### src/rtl/pcm_pkg.sv
// Shared constants, types and helpers of the permutation cycle marker.
package pcm_pkg;

	// Table size and derived widths
	localparam int MAX_ELEMENTS = 1024;
	localparam int ADDR_W       = $clog2(MAX_ELEMENTS);
	localparam int IDX_W        = 10;
	localparam int CNT_W        = 11;
	localparam logic [CNT_W-1:0] CNT_MAX = {CNT_W{1'b1}};

	// Stream widths: index and value packed, padded to whole bytes
	localparam int S_TDATA_W = ((2 * IDX_W + 7) / 8) * 8;
	localparam int M_TDATA_W = ((CNT_W + 7) / 8) * 8;

	// Request kinds carried on tuser
	localparam logic MODE_LOAD  = 1'b0;
	localparam logic MODE_QUERY = 1'b1;

	typedef enum logic [1:0] {
		ST_CLEAR,
		ST_IDLE,
		ST_WALK,
		ST_FINISH
	} state_t;

	// Commands from controller to datapath
	typedef struct packed {
		logic clr;
		logic load;
		logic start;
		logic step;
		logic add;
		logic emit;
	} cmd_t;

	// Status from datapath to controller
	typedef struct packed {
		logic clr_last;
		logic stop;
		logic out_free;
	} sts_t;

	// True when an element number names a table entry
	function automatic logic in_range(input logic [IDX_W-1:0] x);
		return (32'(x) < 32'(MAX_ELEMENTS));
	endfunction

endpackage

### src/rtl/pcm_ctrl.sv
// Controller state machine: clearing pass, request intake, cycle walk, result hand-off.
module pcm_ctrl (
	input  logic          clk,
	input  logic          arst_n,
	input  logic          s_tvalid,
	input  logic          s_tuser,
	output logic          s_tready,
	input  pcm_pkg::sts_t sts,
	output pcm_pkg::cmd_t cmd
);
	import pcm_pkg::*;

	state_t state_q;
	state_t state_nxt;

	// State register
	always_ff @(posedge clk or negedge arst_n) begin
		if (!arst_n) begin
			state_q <= ST_CLEAR;
		end else begin
			state_q <= state_nxt;
		end
	end

	// Next state
	always_comb begin
		state_nxt = state_q;
		unique case (state_q)
			ST_CLEAR: begin
				if (sts.clr_last) state_nxt = ST_IDLE;
			end
			ST_IDLE: begin
				if (s_tvalid && s_tuser == MODE_QUERY) state_nxt = ST_WALK;
			end
			ST_WALK: begin
				if (sts.stop) state_nxt = ST_FINISH;
			end
			ST_FINISH: begin
				if (sts.out_free) state_nxt = ST_IDLE;
			end
			default: state_nxt = ST_CLEAR;
		endcase
	end

	// Outputs
	always_comb begin
		cmd      = '0;
		s_tready = 1'b0;
		unique case (state_q)
			ST_CLEAR: begin
				cmd.clr = 1'b1;
			end
			ST_IDLE: begin
				s_tready  = 1'b1;
				cmd.start = s_tvalid && s_tuser == MODE_QUERY;
				cmd.load  = s_tvalid && s_tuser == MODE_LOAD;
			end
			ST_WALK: begin
				cmd.add  = sts.stop;
				cmd.step = !sts.stop;
			end
			ST_FINISH: begin
				cmd.emit = sts.out_free;
			end
			default: begin
				cmd = '0;
			end
		endcase
	end

endmodule

### config.mk
export PLATFORM = sky130hd
export DESIGN_NAME = pcm_ctrl
export DESIGN_NICKNAME = d
export VERILOG_FILES = /design/src/rtl/pcm_pkg.sv /design/src/rtl/pcm_ctrl.sv
export SDC_FILE = /design/constraint.sdc
export NUM_CORES = 1
export LEC_CHECK = 0
export BUFFER_PORTS_ARGS = -buffer_cell sky130_fd_sc_hd__buf_2
export CORE_AREA = 8 8 45 47
export DETAILED_ROUTE_END_ITERATION = 8
export DIE_AREA = 0 0 53 55
export PLACE_DENSITY = 0.5
export SLEW_MARGIN = 0
export SYNTH_ARGS = -nofsm -noshare
export SYNTH_HDL_FRONTEND = slang
export SYNTH_SLANG_ARGS = --single-unit
### constraint.sdc
create_clock -name clk -period 2.1 [get_ports clk]
set_clock_uncertainty 0.15 [all_clocks]
set_input_delay 0.105 -clock clk [delete_from_list [all_inputs] [get_ports clk]]
set_output_delay 0.105 -clock clk [all_outputs]
set_load 0.05 [all_outputs]
==> reports/metrics.cfg <==
[setup_path]
reg2reg_from=state_q[0]
worstPathCellList=inv_1, ha_1, and2b_1, a2111oi_4, mux2_4
crit_required_ps=2050
crit_family=flip-flops
critPathMaxFanout=4
path_buf_inv=1
slowest_delay_ps=390
cp_slowest_cell=dfrtp_1
arrival_ps=1770
cp-start-kind=flop
cp-end-kind=flop
path_class=reg -> reg
startpoint=state_q[0]

[routing]
wl_per_cell_um=10.9
wl_um=587
vias=210
drt_pass1_iterations=2
drt_iter0_drc=1
drtAntennaViolNets=0
drc_errors=0
via_per_inst=3.89

[timing]
period_needed_ps=1820
finalSetupTns_ps=0
max_freq_mhz=548
drv_slew=0
period_share_pct=86.9
maxSlewHeadroom_pct=77.3
finalHoldViolations=0
rsz0062_at_grt=no
finalSetupViolations=0
tightest_slew_ps=340
setup_ws_ps=275

[synthesis]
synth_fp_nets=33
yosysUniqueCellTypes=13
synth.area.top_cells=ha_1 27%, dfrtp_1 21%, a2111oi_4 12%
ys_ff_latch=2
yosys.area.top_type=ha_1
syn_avg_cell_area_um2=11.2
ys_warn_count=0
synthesis.instances=21
netlist_area_um2=235
yosysSeqAreaShare_pct=21.3
netlist.area_leader.share_pct=26.6

[pwr]
p_clk_share_pct=14.5
combPwrFrac_pct=71.5
p_sw_w=0.000298
power_density_nw_per_um2=1640
seq_power_share_pct=14.0
irDropWorstVdd_v=0.000551
power_switching_share_pct=51.6
p_int_w=0.000280
leakagePower_nw=0.205

[clock_network]
clockRootBuffer=clkbuf_4
worstSkewPairLatency_ps=220
cts_tree=built
cts_hold_buffers=1
cts_sinks=2
cts_buffer_depth=2
cts_resized=0
cts_buffers=3
htree_levels=1
postCtsSetupRepairBufs=0
path_clk_slew_ps=30

[global_routing]
gr-total-overflow=0
grt_use_total_pct=4.43
grt_start_max_net_pins=5
grt_pass1_vias=233
grt_first_pass_wirelength_um=952
antenna_found_initial=0

[cells_and_area]
top_regs=state_q (2)
multi_input_area_um2=178
areaGrowthSynthToFinish_pct=50.0
seq_area_um2=50.0
final_util_pct=25.5
fill_cells=155
final_nets=52
antennaDiodeCount=0
largest-register=state_q
final_layout_size_suffix_gt1_share_pct=55.3
largest_register_ffs=2

[die]
num_rows=14
die-width_um=53
start_util_pct=17.0
die_h_um=55
ios=14
dieArea_um2=2920
coreArea_um2=1380

[place]
hpwl_um=513
gp_congestion=0.728
numPortBuffers=13
place_ws_ps=256

[run_status]
run_status=finished, final reports clean

[run]
cap_violations=0

[worst_hold_path]
hp-class=in -> async

[power by group through the flow]
stage | clock, W | combinational (W) | sequential, W
after floorplan | 0 | 0.000343 | 0.0000766
after global placement | 0 | 0.000412 | 0.0000802
after detailed placement | 0 | 0.000418 | 0.0000827
after CTS | 0.0000893 | 0.000422 | 0.0000817
after global routing | 0.0000911 | 0.000452 | 0.0000855
final | 0.0000835 | 0.000413 | 0.0000809
[cells in the mapped netlist]
library cell	number
ha_1	5
and2_1	2
and2b_1	2
dfrtp_1	2
inv_1	2
a2111oi_4	1
and3_2	1
mux2_4	1
mux2i_1	1
nand2_1	1
nand2_2	1
nor2_1	1
nor2b_4	1
[layer usage]
layer  share of wire [%]  vias up  track usage (%)
li1                    -      103                -
met1                  43       93             5.02
met2                  37       14             6.25
met3                  19        0             2.67
met4                   0        0             2.59
met5                   0        -                0
[worst reg2reg max path, stage by stage, from the launching register on]
cell	delay, ps
dfrtp_1	390
inv_1	90
ha_1	210
and2b_1	180
a2111oi_4	350
mux2_4	330
[worst paths after layout]
kind | cells after the start | slack (ps) | to
min reg2reg | 1 | 420 | state_q[1]
min in group clk | 4 | 170 | state_q[0]
max in group asynchronous | 2 | 1660 | state_q[1]
max reg2reg | 5 | 280 | state_q[1]
max | 5 | 280 | state_q[1]
min | 2 | 50 | state_q[0]
[cells in the final DEF, fill, tap and decap left out, types with 2 or more instances in the layout]
cell type / netlist / routed
buf_2: 0 / 13
ha_1: 5 / 5
clkbuf_4: 0 / 3
inv_1: 2 / 2
and2_1: 2 / 2
and2b_1: 2 / 2
dfrtp_1: 2 / 2
[cell families after synthesis]
kind of cell             share of synthesized area [%]
adder cells (fa/ha/maj)                           26.6
AND/OR/NAND/NOR                                   26.6
buffers and inverters                             3.19
flip-flops                                        21.3
AO/OA/AOI/OAI                                     11.7
multiplexers                                      10.6
[area by class of cell]
class	count	share of cell area [%]
Sequential cell	2	14.2
Inverter	2	2.13
Timing Repair Buffer	14	21.3
Multi-Input combinational cell	17	50.4
Clock buffer	3	6.38
Tap cell	16	5.67
[metrics by stage]
| step | hold slack [ps] | power, W | std cells | area (um^2) |
|---|---|---|---|---|
| floorplan | -341 | 0.000419 | 21 | 235 |
| global placement | -259 | 0.000493 | 50 | 320 |
| detailed placement | -259 | 0.000501 | 50 | 320 |
| CTS | 36.2 | 0.000593 | 54 | 353 |
| global route | 53.6 | 0.000628 | 54 | 353 |
| finish | 46.1 | 0.000577 | 54 | 353 |
Note: power is estimated with default switching activity, not from simulation.
